### src/design/tpd_pkg.sv
// shared types and codes for the touchpad packet decoder
package tpd_pkg;

   localparam int MAX_FINGERS_DEFAULT = 5;
   localparam int QUEUE_DEPTH_DEFAULT = 4;
   localparam logic [3:0] MOTION_WEIGHT_RESET = 4'd5;

   // packet type, byte 3 bits 2:0
   localparam logic [2:0] PKT_STATUS = 3'd0;
   localparam logic [2:0] PKT_HEAD   = 3'd1;
   localparam logic [2:0] PKT_MOTION = 3'd2;
   localparam logic [2:0] PKT_CONFIG = 3'd3;

   // command codes carried through the queue
   localparam logic [1:0] CMD_STATUS = 2'd0;
   localparam logic [1:0] CMD_HEAD   = 2'd1;
   localparam logic [1:0] CMD_MOTION = 2'd2;
   localparam logic [1:0] CMD_CONFIG = 2'd3;

   // result event kinds
   localparam logic [2:0] EV_RELEASE    = 3'd0;
   localparam logic [2:0] EV_FRAME_END  = 3'd1;
   localparam logic [2:0] EV_TOUCH_ABS  = 3'd2;
   localparam logic [2:0] EV_MOTION     = 3'd3;
   localparam logic [2:0] EV_CONFIGURED = 3'd4;

   typedef struct packed {
      logic [1:0] cmd;
      logic [7:0] b0;
      logic [7:0] b1;
      logic [7:0] b2;
      logic [7:0] b3;
      logic [7:0] b4;
      logic [7:0] b5;
      logic [2:0] finger_count;
      logic       head_slot_ok;
      logic       part_a_active;
      logic       part_b_active;
   } cmd_entry_type;

endpackage

### src/design/tpd_front.sv
// packet classifier: drops inert packets, precomputes counts and slot checks
module tpd_front import tpd_pkg::*; #(
   parameter int MAX_FINGERS = MAX_FINGERS_DEFAULT
) (
   input  logic          req_valid,
   output logic          req_ready,
   input  logic [7:0]    req_packet_byte_0,
   input  logic [7:0]    req_packet_byte_1,
   input  logic [7:0]    req_packet_byte_2,
   input  logic [7:0]    req_packet_byte_3,
   input  logic [7:0]    req_packet_byte_4,
   input  logic [7:0]    req_packet_byte_5,
   input  logic          queue_full,
   output logic          push,
   output cmd_entry_type push_entry
);

   localparam logic [3:0] SLOT_LIMIT = 4'(MAX_FINGERS);

   logic [2:0] pkt_type;
   logic       keep;
   logic [3:0] count_wide;
   logic       slot_a_ok;
   logic       slot_b_ok;

   assign pkt_type  = req_packet_byte_3[2:0];
   assign slot_a_ok = {1'b0, req_packet_byte_0[7:5]} < SLOT_LIMIT;
   assign slot_b_ok = {1'b0, req_packet_byte_3[7:5]} < SLOT_LIMIT;

   always_comb begin
      count_wide = '0;
      for (int i = 0; i < MAX_FINGERS; i++) begin
         count_wide = count_wide + {3'b000, req_packet_byte_1[i]};
      end
   end

   always_comb begin
      case (pkt_type)
         PKT_STATUS, PKT_HEAD, PKT_MOTION: keep = 1'b1;
         PKT_CONFIG:                       keep = req_packet_byte_3[3];
         default:                          keep = 1'b0;
      endcase
   end

   always_comb begin
      push_entry.cmd           = pkt_type[1:0];
      push_entry.b0            = req_packet_byte_0;
      push_entry.b1            = req_packet_byte_1;
      push_entry.b2            = req_packet_byte_2;
      push_entry.b3            = req_packet_byte_3;
      push_entry.b4            = req_packet_byte_4;
      push_entry.b5            = req_packet_byte_5;
      push_entry.finger_count  = count_wide[2:0];
      push_entry.head_slot_ok  = slot_b_ok;
      push_entry.part_a_active = slot_a_ok &&
                                 ((req_packet_byte_1 != 8'd0) || (req_packet_byte_2 != 8'd0));
      push_entry.part_b_active = slot_b_ok &&
                                 ((req_packet_byte_4 != 8'd0) || (req_packet_byte_5 != 8'd0));
   end

   // inert packets are taken and dropped here
   assign req_ready = !queue_full;
   assign push      = req_valid && !queue_full && keep;

endmodule

### src/design/tpd_queue.sv
// small command queue between classifier and executor
module tpd_queue import tpd_pkg::*; #(
   parameter int DEPTH = QUEUE_DEPTH_DEFAULT
) (
   input  logic          clock,
   input  logic          reset,
   input  logic          push,
   input  cmd_entry_type push_entry,
   output logic          full,
   output logic          head_valid,
   output cmd_entry_type head_entry,
   input  logic          pop
);

   localparam int PTR_W = (DEPTH > 1) ? $clog2(DEPTH) : 1;
   localparam int CNT_W = $clog2(DEPTH + 1);

   cmd_entry_type    store_ff [DEPTH];
   logic [PTR_W-1:0] wr_ptr_ff, wr_ptr_in;
   logic [PTR_W-1:0] rd_ptr_ff, rd_ptr_in;
   logic [CNT_W-1:0] count_ff, count_in;

   assign full       = (count_ff == CNT_W'(DEPTH));
   assign head_valid = (count_ff != '0);
   assign head_entry = store_ff[rd_ptr_ff];

   always_comb begin
      wr_ptr_in = wr_ptr_ff;
      rd_ptr_in = rd_ptr_ff;
      count_in  = count_ff;
      if (push) begin
         wr_ptr_in = (wr_ptr_ff == PTR_W'(DEPTH - 1)) ? '0 : wr_ptr_ff + 1'b1;
      end
      if (pop) begin
         rd_ptr_in = (rd_ptr_ff == PTR_W'(DEPTH - 1)) ? '0 : rd_ptr_ff + 1'b1;
      end
      case ({push, pop})
         2'b10:   count_in = count_ff + 1'b1;
         2'b01:   count_in = count_ff - 1'b1;
         default: count_in = count_ff;
      endcase
   end

   always_ff @(posedge clock) begin
      if (reset) begin
         wr_ptr_ff <= '0;
         rd_ptr_ff <= '0;
         count_ff  <= '0;
      end else begin
         wr_ptr_ff <= wr_ptr_in;
         rd_ptr_ff <= rd_ptr_in;
         count_ff  <= count_in;
      end
   end

   always_ff @(posedge clock) begin
      if (push) begin
         store_ff[wr_ptr_ff] <= push_entry;
      end
   end

endmodule

### src/design/tpd_back.sv
// command executor: finger state, omit rule and the result register
module tpd_back import tpd_pkg::*; #(
   parameter int MAX_FINGERS = MAX_FINGERS_DEFAULT
) (
   input  logic          clock,
   input  logic          reset,
   input  logic          head_valid,
   input  cmd_entry_type head_entry,
   output logic          pop,
   input  logic [3:0]    motion_weight,
   output logic          rsp_valid,
   input  logic          rsp_ready,
   output logic [2:0]    rsp_event_kind,
   output logic [2:0]    rsp_slot,
   output logic [15:0]   rsp_pos_x,
   output logic [15:0]   rsp_pos_y,
   output logic [7:0]    rsp_pressure,
   output logic [3:0]    rsp_tool_width,
   output logic [7:0]    rsp_resolution_x,
   output logic [7:0]    rsp_resolution_y,
   output logic          rsp_last
);

   localparam int IDX_W  = (MAX_FINGERS > 1) ? $clog2(MAX_FINGERS) : 1;
   localparam int STEP_W = $clog2(MAX_FINGERS + 1);
   localparam logic [STEP_W-1:0] STEP_FRAME_END = STEP_W'(MAX_FINGERS);

   logic [15:0]       pos_x_ff [MAX_FINGERS];
   logic [15:0]       pos_x_in [MAX_FINGERS];
   logic [15:0]       pos_y_ff [MAX_FINGERS];
   logic [15:0]       pos_y_in [MAX_FINGERS];
   logic [2:0]        prev_count_ff, prev_count_in;
   logic              skip_ff, skip_in;
   logic              pad_ready_ff, pad_ready_in;
   logic [STEP_W-1:0] step_ff, step_in;

   logic              rsp_valid_ff, rsp_valid_in;
   logic              emit;
   logic [2:0]        kind_in;
   logic [2:0]        slot_in;
   logic [15:0]       x_in;
   logic [15:0]       y_in;
   logic [7:0]        pres_in;
   logic [3:0]        width_in;
   logic [7:0]        res_x_in;
   logic [7:0]        res_y_in;
   logic              last_in;

   logic [2:0]        kind_ff;
   logic [2:0]        slot_ff;
   logic [15:0]       x_ff;
   logic [15:0]       y_ff;
   logic [7:0]        pres_ff;
   logic [3:0]        width_ff;
   logic [7:0]        res_x_ff;
   logic [7:0]        res_y_ff;
   logic              last_ff;

   logic              out_free;
   logic              go;
   logic              part_b;
   logic [2:0]        mot_slot;
   logic [IDX_W-1:0]  mot_idx;
   logic [IDX_W-1:0]  head_idx;
   logic [7:0]        delta_x;
   logic [7:0]        delta_y;
   logic [3:0]        weight;
   logic signed [12:0] prod_x;
   logic signed [12:0] prod_y;
   logic [15:0]       mot_x;
   logic [15:0]       mot_y;
   logic              mask_bit;

   assign out_free = !rsp_valid_ff || rsp_ready;
   assign go       = head_valid && out_free;

   // motion part select and weighted delta
   assign part_b   = step_ff[0];
   assign mot_slot = part_b ? head_entry.b3[7:5] : head_entry.b0[7:5];
   assign mot_idx  = mot_slot[IDX_W-1:0];
   assign head_idx = head_entry.b3[IDX_W+4:5];
   assign delta_x  = part_b ? head_entry.b4 : head_entry.b1;
   assign delta_y  = part_b ? head_entry.b5 : head_entry.b2;
   assign weight   = head_entry.b0[4] ? motion_weight : 4'd1;
   assign prod_x   = $signed(delta_x) * $signed({1'b0, weight});
   assign prod_y   = $signed(delta_y) * $signed({1'b0, weight});
   assign mot_x    = pos_x_ff[mot_idx] + 16'(prod_x);
   assign mot_y    = pos_y_ff[mot_idx] + 16'(prod_y);
   assign mask_bit = head_entry.b1[3'(step_ff)];

   always_comb begin
      pop           = 1'b0;
      emit          = 1'b0;
      step_in       = step_ff;
      prev_count_in = prev_count_ff;
      skip_in       = skip_ff;
      pad_ready_in  = pad_ready_ff;
      pos_x_in      = pos_x_ff;
      pos_y_in      = pos_y_ff;
      kind_in       = EV_RELEASE;
      slot_in       = '0;
      x_in          = '0;
      y_in          = '0;
      pres_in       = '0;
      width_in      = '0;
      res_x_in      = '0;
      res_y_in      = '0;
      last_in       = 1'b0;

      if (go) begin
         case (head_entry.cmd)
            CMD_CONFIG: begin
               emit         = 1'b1;
               kind_in      = EV_CONFIGURED;
               x_in         = {4'b0000, head_entry.b5[7:4], head_entry.b2};
               y_in         = {4'b0000, head_entry.b5[3:0], head_entry.b4};
               res_x_in     = head_entry.b0;
               res_y_in     = head_entry.b1;
               last_in      = 1'b1;
               pad_ready_in = 1'b1;
               pop          = 1'b1;
            end
            CMD_STATUS: begin
               if (!pad_ready_ff) begin
                  pop = 1'b1;
               end else if (step_ff == STEP_FRAME_END) begin
                  emit    = 1'b1;
                  kind_in = EV_FRAME_END;
                  slot_in = head_entry.finger_count;
                  last_in = 1'b1;
                  if (head_entry.finger_count < prev_count_ff) begin
                     skip_in = 1'b1;
                     if (head_entry.finger_count == 3'd0) begin
                        prev_count_in = '0;
                     end
                  end else begin
                     skip_in       = 1'b0;
                     prev_count_in = head_entry.finger_count;
                  end
                  step_in = '0;
                  pop     = 1'b1;
               end else begin
                  emit    = !mask_bit;
                  kind_in = EV_RELEASE;
                  slot_in = 3'(step_ff);
                  step_in = step_ff + 1'b1;
               end
            end
            CMD_HEAD: begin
               if (pad_ready_ff && !skip_ff && head_entry.head_slot_ok) begin
                  pos_x_in[head_idx] = {4'b0000, head_entry.b1[3:0], head_entry.b2};
                  pos_y_in[head_idx] = {4'b0000, head_entry.b4[3:0], head_entry.b5};
                  emit     = 1'b1;
                  kind_in  = EV_TOUCH_ABS;
                  slot_in  = head_entry.b3[7:5];
                  x_in     = {4'b0000, head_entry.b1[3:0], head_entry.b2};
                  y_in     = {4'b0000, head_entry.b4[3:0], head_entry.b5};
                  pres_in  = {head_entry.b1[7:4], head_entry.b4[7:4]};
                  width_in = head_entry.b0[7:4];
                  last_in  = 1'b1;
               end
               pop = 1'b1;
            end
            default: begin
               // motion: first part then second part, one per cycle while the result register is free
               if (!pad_ready_ff || skip_ff) begin
                  pop = 1'b1;
               end else begin
                  if (part_b ? head_entry.part_b_active : head_entry.part_a_active) begin
                     pos_x_in[mot_idx] = mot_x;
                     pos_y_in[mot_idx] = mot_y;
                     emit    = 1'b1;
                     kind_in = EV_MOTION;
                     slot_in = mot_slot;
                     x_in    = mot_x;
                     y_in    = mot_y;
                     last_in = part_b || !head_entry.part_b_active;
                  end
                  if (!part_b && head_entry.part_b_active) begin
                     step_in = STEP_W'(1);
                  end else begin
                     step_in = '0;
                     pop     = 1'b1;
                  end
               end
            end
         endcase
      end

      if (emit) begin
         rsp_valid_in = 1'b1;
      end else if (rsp_ready) begin
         rsp_valid_in = 1'b0;
      end else begin
         rsp_valid_in = rsp_valid_ff;
      end
   end

   always_ff @(posedge clock) begin
      if (reset) begin
         for (int i = 0; i < MAX_FINGERS; i++) begin
            pos_x_ff[i] <= '0;
            pos_y_ff[i] <= '0;
         end
         prev_count_ff <= '0;
         skip_ff       <= 1'b0;
         pad_ready_ff  <= 1'b0;
         step_ff       <= '0;
         rsp_valid_ff  <= 1'b0;
      end else begin
         pos_x_ff      <= pos_x_in;
         pos_y_ff      <= pos_y_in;
         prev_count_ff <= prev_count_in;
         skip_ff       <= skip_in;
         pad_ready_ff  <= pad_ready_in;
         step_ff       <= step_in;
         rsp_valid_ff  <= rsp_valid_in;
      end
   end

   always_ff @(posedge clock) begin
      if (emit) begin
         kind_ff  <= kind_in;
         slot_ff  <= slot_in;
         x_ff     <= x_in;
         y_ff     <= y_in;
         pres_ff  <= pres_in;
         width_ff <= width_in;
         res_x_ff <= res_x_in;
         res_y_ff <= res_y_in;
         last_ff  <= last_in;
      end
   end

   assign rsp_valid        = rsp_valid_ff;
   assign rsp_event_kind   = kind_ff;
   assign rsp_slot         = slot_ff;
   assign rsp_pos_x        = x_ff;
   assign rsp_pos_y        = y_ff;
   assign rsp_pressure     = pres_ff;
   assign rsp_tool_width   = width_ff;
   assign rsp_resolution_x = res_x_ff;
   assign rsp_resolution_y = res_y_ff;
   assign rsp_last         = last_ff;

endmodule

### src/design/touchpad_v4_packet_decoder.sv
// top level of the six-byte touchpad packet decoder
// path: an accepted packet word is queued, then the executor writes each result word into the output
//   register; silent status steps and idle first motion parts take an executor step but emit nothing
// throughput: one result word per cycle while the output register is free; status steps each finger
//   slot then frame end, motion each active part; queue takes one a cycle while not full
// reset: synchronous, clears finger positions, omit rule, pad ready flag and queue, weight 5
module touchpad_v4_packet_decoder import tpd_pkg::*; #(
   parameter int MAX_FINGERS = MAX_FINGERS_DEFAULT,
   parameter int QUEUE_DEPTH = QUEUE_DEPTH_DEFAULT
) (
   input  logic               clock,
   input  logic               reset,
   // configuration word: motion weight
   input  logic               csr_valid,
   output logic               csr_ready,
   input  logic [3:0]         csr_motion_weight,
   // packet words
   input  logic               req_valid,
   output logic               req_ready,
   input  logic [7:0]         req_packet_byte_0,
   input  logic [7:0]         req_packet_byte_1,
   input  logic [7:0]         req_packet_byte_2,
   input  logic [7:0]         req_packet_byte_3,
   input  logic [7:0]         req_packet_byte_4,
   input  logic [7:0]         req_packet_byte_5,
   // result words
   output logic               rsp_valid,
   input  logic               rsp_ready,
   output logic [2:0]         rsp_event_kind,
   output logic [2:0]         rsp_slot,
   output logic signed [15:0] rsp_pos_x,
   output logic signed [15:0] rsp_pos_y,
   output logic [7:0]         rsp_pressure,
   output logic [3:0]         rsp_tool_width,
   output logic [7:0]         rsp_resolution_x,
   output logic [7:0]         rsp_resolution_y,
   output logic               rsp_last
);

   logic [3:0]    motion_weight_ff, motion_weight_in;
   logic          queue_full;
   logic          push;
   cmd_entry_type push_entry;
   logic          head_valid;
   cmd_entry_type head_entry;
   logic          pop;
   logic [15:0]   pos_x_raw;
   logic [15:0]   pos_y_raw;

   // weight register, always writable; change it only while the decoder is quiet, the block does not enforce this
   assign csr_ready        = 1'b1;
   assign motion_weight_in = (csr_valid && csr_ready) ? csr_motion_weight : motion_weight_ff;

   always_ff @(posedge clock) begin
      if (reset) begin
         motion_weight_ff <= MOTION_WEIGHT_RESET;
      end else begin
         motion_weight_ff <= motion_weight_in;
      end
   end

   // front: classify the packet, drop unknown types and unconnected config
   tpd_front #(
      .MAX_FINGERS (MAX_FINGERS)
   ) u_front (
      .req_valid         (req_valid),
      .req_ready         (req_ready),
      .req_packet_byte_0 (req_packet_byte_0),
      .req_packet_byte_1 (req_packet_byte_1),
      .req_packet_byte_2 (req_packet_byte_2),
      .req_packet_byte_3 (req_packet_byte_3),
      .req_packet_byte_4 (req_packet_byte_4),
      .req_packet_byte_5 (req_packet_byte_5),
      .queue_full        (queue_full),
      .push              (push),
      .push_entry        (push_entry)
   );

   // queue decouples the classifier from the executor
   tpd_queue #(
      .DEPTH (QUEUE_DEPTH)
   ) u_queue (
      .clock      (clock),
      .reset      (reset),
      .push       (push),
      .push_entry (push_entry),
      .full       (queue_full),
      .head_valid (head_valid),
      .head_entry (head_entry),
      .pop        (pop)
   );

   // back: stateful decoding, one result word per cycle into the output register while it is free
   tpd_back #(
      .MAX_FINGERS (MAX_FINGERS)
   ) u_back (
      .clock            (clock),
      .reset            (reset),
      .head_valid       (head_valid),
      .head_entry       (head_entry),
      .pop              (pop),
      .motion_weight    (motion_weight_ff),
      .rsp_valid        (rsp_valid),
      .rsp_ready        (rsp_ready),
      .rsp_event_kind   (rsp_event_kind),
      .rsp_slot         (rsp_slot),
      .rsp_pos_x        (pos_x_raw),
      .rsp_pos_y        (pos_y_raw),
      .rsp_pressure     (rsp_pressure),
      .rsp_tool_width   (rsp_tool_width),
      .rsp_resolution_x (rsp_resolution_x),
      .rsp_resolution_y (rsp_resolution_y),
      .rsp_last         (rsp_last)
   );

   // positions wrap at 16 bits and are shown as two's complement
   assign rsp_pos_x = $signed(pos_x_raw);
   assign rsp_pos_y = $signed(pos_y_raw);

endmodule
### config.mk
export PLATFORM = sky130hd
export DESIGN_NAME = touchpad_v4_packet_decoder
export DESIGN_NICKNAME = d
export VERILOG_FILES = /design/src/design/tpd_pkg.sv /design/src/design/tpd_front.sv /design/src/design/tpd_queue.sv /design/src/design/tpd_back.sv /design/src/design/touchpad_v4_packet_decoder.sv
export SDC_FILE = /design/constraint.sdc
export NUM_CORES = 1
export LEC_CHECK = 0
export BUFFER_PORTS_ARGS = -buffer_cell sky130_fd_sc_hd__buf_2
export CELL_PAD_IN_SITES_DETAIL_PLACEMENT = 1
export CELL_PAD_IN_SITES_GLOBAL_PLACEMENT = 1
export CORE_MARGIN = 2
export CORE_UTILIZATION = 42
export DETAILED_ROUTE_END_ITERATION = 6
export PLACE_DENSITY_LB_ADDON = 0.1
export SYNTH_ARGS = -nofsm -noshare
export SYNTH_HDL_FRONTEND = slang
export SYNTH_SLANG_ARGS = --single-unit
### constraint.sdc
create_clock -name clock -period 20.7 [get_ports clock]
set_input_delay 5.175 -clock clock [delete_from_list [all_inputs] [get_ports clock]]
set_output_delay 5.175 -clock clock [all_outputs]
set_load 0.02 [all_outputs]
-- Word-level counts from Yosys, hierarchy flattened
Memory sizes are Yosys's and may differ from the RTL's. A register that Yosys moved wholly into a read port is not among the register bits.
Cells that the tools add are included.
- add/sub/neg operators: 11
- multipliers: 2
- $lt $le $gt $ge: 8
- equal/unequal tests: 16
- multiplexer cells: 84
- bitwise logic cells: 4
- reduce and logical (&&, ||, !) cells: 42
- operators with widths (operator ; number):
    $mux 80 ; 6
    $bwmux 80 ; 4
    $pmux 80 s2 ; 2
    $mux 16 ; 10
    $bmux 16 s3 ; 2
    $demux 16 s3 ; 2
    $pmux 16 s3 ; 2
    $mux 3 ; 13
    $add 16x16->16 ; 2
    $reduce_bool 8->1 ; 4
    $mul 8x5->13 ; 2
    $mux 12 ; 2
    $mux 1 ; 23
    $pmux 3 s3 ; 2
    $mux 8 ; 2
    $mux 2 ; 6
    $pmux 3 s2 ; 2
    $logic_and 1x1->1 ; 10
    $reduce_and 5->1 ; 2
    $add 3x1->3 ; 3
    $eq 2x2->1 const B ; 4
    $ge 4x4->1 const B ; 2
    $lt 4x1->1 const B ; 2
    $not 3->4 ; 2
    29 further kinds ; 56
- register bits after elaboration: 247
- bits in writable memories: 224
- logic and storage cells: 196
- memories kept: 1
- memories (name ; words ; bits a word ; rd ports ; clocked after memory_dff ; wr ports ; RTL line ; text):
    u_queue.store_ff ; 4 ; 56 ; 1 ; 1 ; 1 ; tpd_queue.sv:18 ; cmd_entry_type store_ff [DEPTH];

-- Logic depth before layout (Yosys ltp)
- depth in word-level cells: 10
- mapped depth: 33
- mapped depth without buffers: 29

-- Hierarchy
Synthesis repeated with hierarchy kept, for this count alone.
- cells, all modules: 2268
- area, all modules: 24531.0 µm²
- by module, submodules not included (module ; times used ; cells each ; area an instance (µm²)):
    tpd_back ; 1 ; 1842 ; 15249.6
    tpd_queue ; 1 ; 336 ; 8555.7
    tpd_front ; 1 ; 76 ; 576.8
    touchpad_v4_packet_decoder ; 1 ; 14 ; 148.9

-- Worst setup path before layout
OpenSTA, ideal clock, no wires.
- path type: input port to flip-flop
- start: input rsp_ready
- end: register u_back.kind_ff[0] (netlist: u_back.rsp_event_kind[0]) (enable)
- library setup time: 0.421 ns
- arrival: 7.136 ns
- data required time: 20.279 ns
- setup slack: 13.143 ns
- stages on the path: 5
- buffers on the path: 1
- cells stage by stage: nand2b_1 > o31a_1 > clkbuf_1 > o21ai_0 > inv_1
- cells in the longest elaborated chain, start to end: 3
- ends and longest elaborated chain (element ; RTL line ; text):
    start, declared ; touchpad_v4_packet_decoder.sv:28 ; input logic rsp_ready,
    $logic_or 1x1->1 ; tpd_back.sv:74 ; assign out_free = !rsp_valid_ff || rsp_ready;
    $logic_and 1x1->1 ; tpd_back.sv:75 ; assign go = head_valid && out_free;
    $mux 1 ; tpd_back.sv:110 ; if (go) begin
    via u_back.emit ; tpd_back.sv:38 ; logic emit;
    end signal, assigned ; tpd_back.sv:223 ; kind_ff <= kind_in;
    end, declared ; tpd_back.sv:49 ; logic [2:0] kind_ff;
The timed path passes the listed nets, and every way through them passes these cells.
A chain may end at the register's enable or synchronous reset.

==> run_results.csv <==
group,metric,value,unit
power_and_ir_drop,p_leak,10.1,nW
grt,grt_start_max_net_pins,105,
clock_network,clock_path_buffers,3,
clock_network,cts.sinks,453,
power_and_ir_drop,seqPwrFrac,27.1,%
timing,period_share,42.1,%
placement,dp_hpwl,54.9,mm
hold_path,hold_path_class,"reg -> reg",
synthesis,synth_area,23800,µm²
synthesis,synth-seq-cells,453,
synthesis,yosys.area.top_type,"edfxtp_1",
synthesis,ys_top_cells_by_count,"nor2_1, edfxtp_1, dfxtp_1, inv_1, nand2_1",
synthesis,yosysMostFrequentCell,"nor2_1",
power_and_ir_drop,power.density_cell_area,143,nW/µm²
worst_setup_path,critical-path-max-stage-delay,0.80,ns
grt,grt_pass1_vias,19700,
timing,finalSetupTns,0,ns
finish,nets,2490,
finish,final_area,27000,µm²
routing,top_layer,"met4",
worst_setup_path,crit_arrival,9.06,ns
timing,rsz0062_at_grt,"false",
timing,relSlewSlack,16.0,%
synthesis,synthCells,2213,
worst_setup_path,worstSetupPathType,"reg -> reg",
clock_network,clk_latency,0.63,ns
routing,drtIter0Drc,1766,
clock_network,cts_htree_levels,2,
clock_network,clkTransAtPathRegs,0.06,ns
synthesis,async_flop_share,0,%
routing,dr.pass1.iters,7,
routing,wl_per_cell,27.1,µm
routing,m1WireLength,35.9,mm
die,rows,87,
synthesis,ys_seq_area_share,49.5,%
routing,totalWireLength,84.1,mm
power_and_ir_drop,p_sw,1.74,mW
synthesis,synthFlopType,"edfxtp_1",
worst_setup_path,slowest_stage,"mux4_2",
timing,fmax,115,MHz
grt,grt_usage,28.6,%
power_and_ir_drop,peakVddDrop,0.0792,mV
clock_network,ctsResizeCount,0,
synthesis,synth.top_cells.by_area,"edfxtp_1, dfxtp_1, ha_1",
placement,placed_area,25300,µm²
worst_setup_path,cp_max_fo,35,
finish,fin_util,48.1,%
routing,ant_nets,0,
timing,tightest_slew,1.25,ns
placement,place.gp.congestion,0.872,
grt,antenna_found_initial,1,
clock_network,cts_made_buffers,52,
clock_network,cts_setup_buffers,0,
power_and_ir_drop,p_clk_share,24.4,%
finish,fill_cells,6127,
worst_setup_path,crit_path_start_kind,"register",
synthesis,yosysWarnings,0,
timing,fin_crit,8.71,ns
power_and_ir_drop,combPwrFrac,48.6,%
routing,drc,1,
status,violations,"design-rule violations",
power_and_ir_drop,p_int,2.13,mW
status,outcome,"finished, violations left",
synthesis,synth_edf_count,271,
die,die_w,242,µm
clock_network,tritoncts,"yes",
synthesis,avgSynthCellArea,10.7,µm²
clock_network,cts_root_buffer,"clkbuf_16",
timing,finClkSkew,0.0245,ns
timing,setup_violations,0,
clock_network,ctsHoldBuffers,0,
die,die_h,242,µm
routing,route.met3.wl,5.47,mm
die,dieArea,58600,µm²
die,initial_core_util,42.3,%
die,core,56200,µm²
finish,drive_above_1_share,15.7,%
synthesis,yosysUniqueCellTypes,88,
grt,grt_pass1_wl,127,mm
finish,syn_to_final_growth,13.7,%
worst_setup_path,endpoint_kind,"register",
routing,vias,19000,
routing,dr_wl_met2,40.1,mm
power_and_ir_drop,swShare,45.0,%
synthesis,synthesis.nets,2404,
worst_setup_path,path_cells,"buf_4 > mux4_2 > mux2i_1 > nor2_1 > ha_1 > inv_1 > fa_1 > fa_1 > inv_1 > ha_1 > a21oi_1 > o211ai_1 > o41ai_1 > xnor2_1 > ha_1 > nand2_1 > a2111oi_0 > o21ai_0 > a21oi_1 > mux2_4 > mux2i_4 > nor2_1 > nor2_1",
timing,hold_violations,0,
synthesis,synth_top_cell_area_share,34.2,%
grt,overflow,0,
timing,finalMaxSlewViolations,0,
routing,avgViaCountPerCell,6.13,
die,ios,127,
worst_setup_path,cp_data_required_time,21.04,ns
placement,port_buffers,124,
flow_run,timing.max_cap.violations,0,
-- placed cells by master (no fill, tap or decap), drive strengths merged, types with 82 or more instances in the layout --
master	count
nor3	116
nor2	283
buf	174
edfxtp	271
ha	95
nand2	132
dfxtp	182
inv	142
a221oi	102
a21oi	97
o21ai	82
-- metrics by stage --
| stage | instances | total power, mW | setup WS [ns] | hold WS, ns |
|---|---|---|---|---|
| after floorplan | 2213 | 2.24 | 13.14 | 0.427 |
| after global placement | 3001 | 2.89 | 11.99 | 0.441 |
| after detailed placement | 3001 | 2.93 | 11.82 | 0.453 |
| after CTS | 3099 | 3.88 | 11.78 | 0.462 |
| after global routing | 3099 | 4.07 | 11.11 | 0.478 |
| final | 3100 | 3.87 | 11.99 | 0.459 |
-- routing by layer --
| metal | GRT usage, % | up-vias |
|---|---|---|
| li1 | - | 8399 |
| met1 | 38.0 | 9784 |
| met2 | 47.6 | 689 |
| met3 | 4.93 | 145 |
| met4 | 9.10 | 0 |
| met5 | 0 | - |
-- layout make-up --
type	count	area, µm²	area share [%]
Sequential cell	453	11800	43.6
Multi-Input combinational cell	1478	11000	40.7
Clock buffer	78	1520	5.63
Timing Repair Buffer	174	1000	3.71
Tap cell	756	946	3.50
Inverter	140	527	1.95
Clock inverter	20	241	0.893
Antenna cell	1	2.50	0.00926
-- power groups by stage --
stage	registers [mW]	clock network, mW	logic, mW
floorplan	1.07	0	1.17
global placement	1.06	0	1.83
detailed placement	1.07	0	1.86
CTS	1.05	0.959	1.87
global route	1.05	0.994	2.02
finish	1.05	0.944	1.88
-- critical path, delay by kind of cell, from the launching register on --
kind                     cells  cell delay (ns)
AO/OA/AOI/OAI                6             2.53
XOR/XNOR                     1             0.29
adder cells (fa/ha/maj)      5             2.03
buffers and inverters        3             0.73
flip-flops                   1             0.69
multiplexers                 4             1.76
AND/OR/NAND/NOR              4             0.33
-- kinds of logic after synthesis --
| group | Yosys count | synth area share [%] |
|---|---|---|
| flip-flops | 453 | 49.5 |
| XOR/XNOR | 48 | 1.83 |
| AND/OR/NAND/NOR | 706 | 14.0 |
| adder cells (fa/ha/maj) | 134 | 8.28 |
| AO/OA/AOI/OAI | 507 | 15.5 |
| multiplexers | 82 | 6.10 |
| other | 1 | 0.0158 |
| buffers and inverters | 282 | 4.80 |
-- worst paths after layout --
path                            cells past startpoint  slack, ns              endpoint           startpoint
worst max-delay path                               23      11.99  u_back.rsp_pos_y[15]             register
worst max register to register                     23      11.99  u_back.rsp_pos_y[15]             register
worst min-delay path                                2       0.46   u_back.pos_y_ff[79]  u_back.pos_y_ff[79]
worst min register to register                      2       0.46   u_back.pos_y_ff[79]  u_back.pos_y_ff[79]
-- sequential cells by signal, indices dropped and copies added (netlist names), 2 cells and up, named ones only --
register                 count
u_back.pos_y_ff             80
u_queue.wr_ptr_ff            2
u_queue.rd_ptr_ff            2
u_back.rsp_pos_x            16
u_back.rsp_slot              3
u_back.pos_x_ff             80
u_back.rsp_resolution_x      8
u_back.rsp_pos_y            16
u_back.step_ff               3
u_queue.count_ff             3
u_back.rsp_tool_width        4
u_back.rsp_event_kind        3
u_queue.store_ff           204
u_back.prev_count_ff         3
motion_weight_ff             4
u_back.rsp_pressure          8
u_back.rsp_resolution_y      8
No activity file was read; power rests on OpenSTA's default activity.
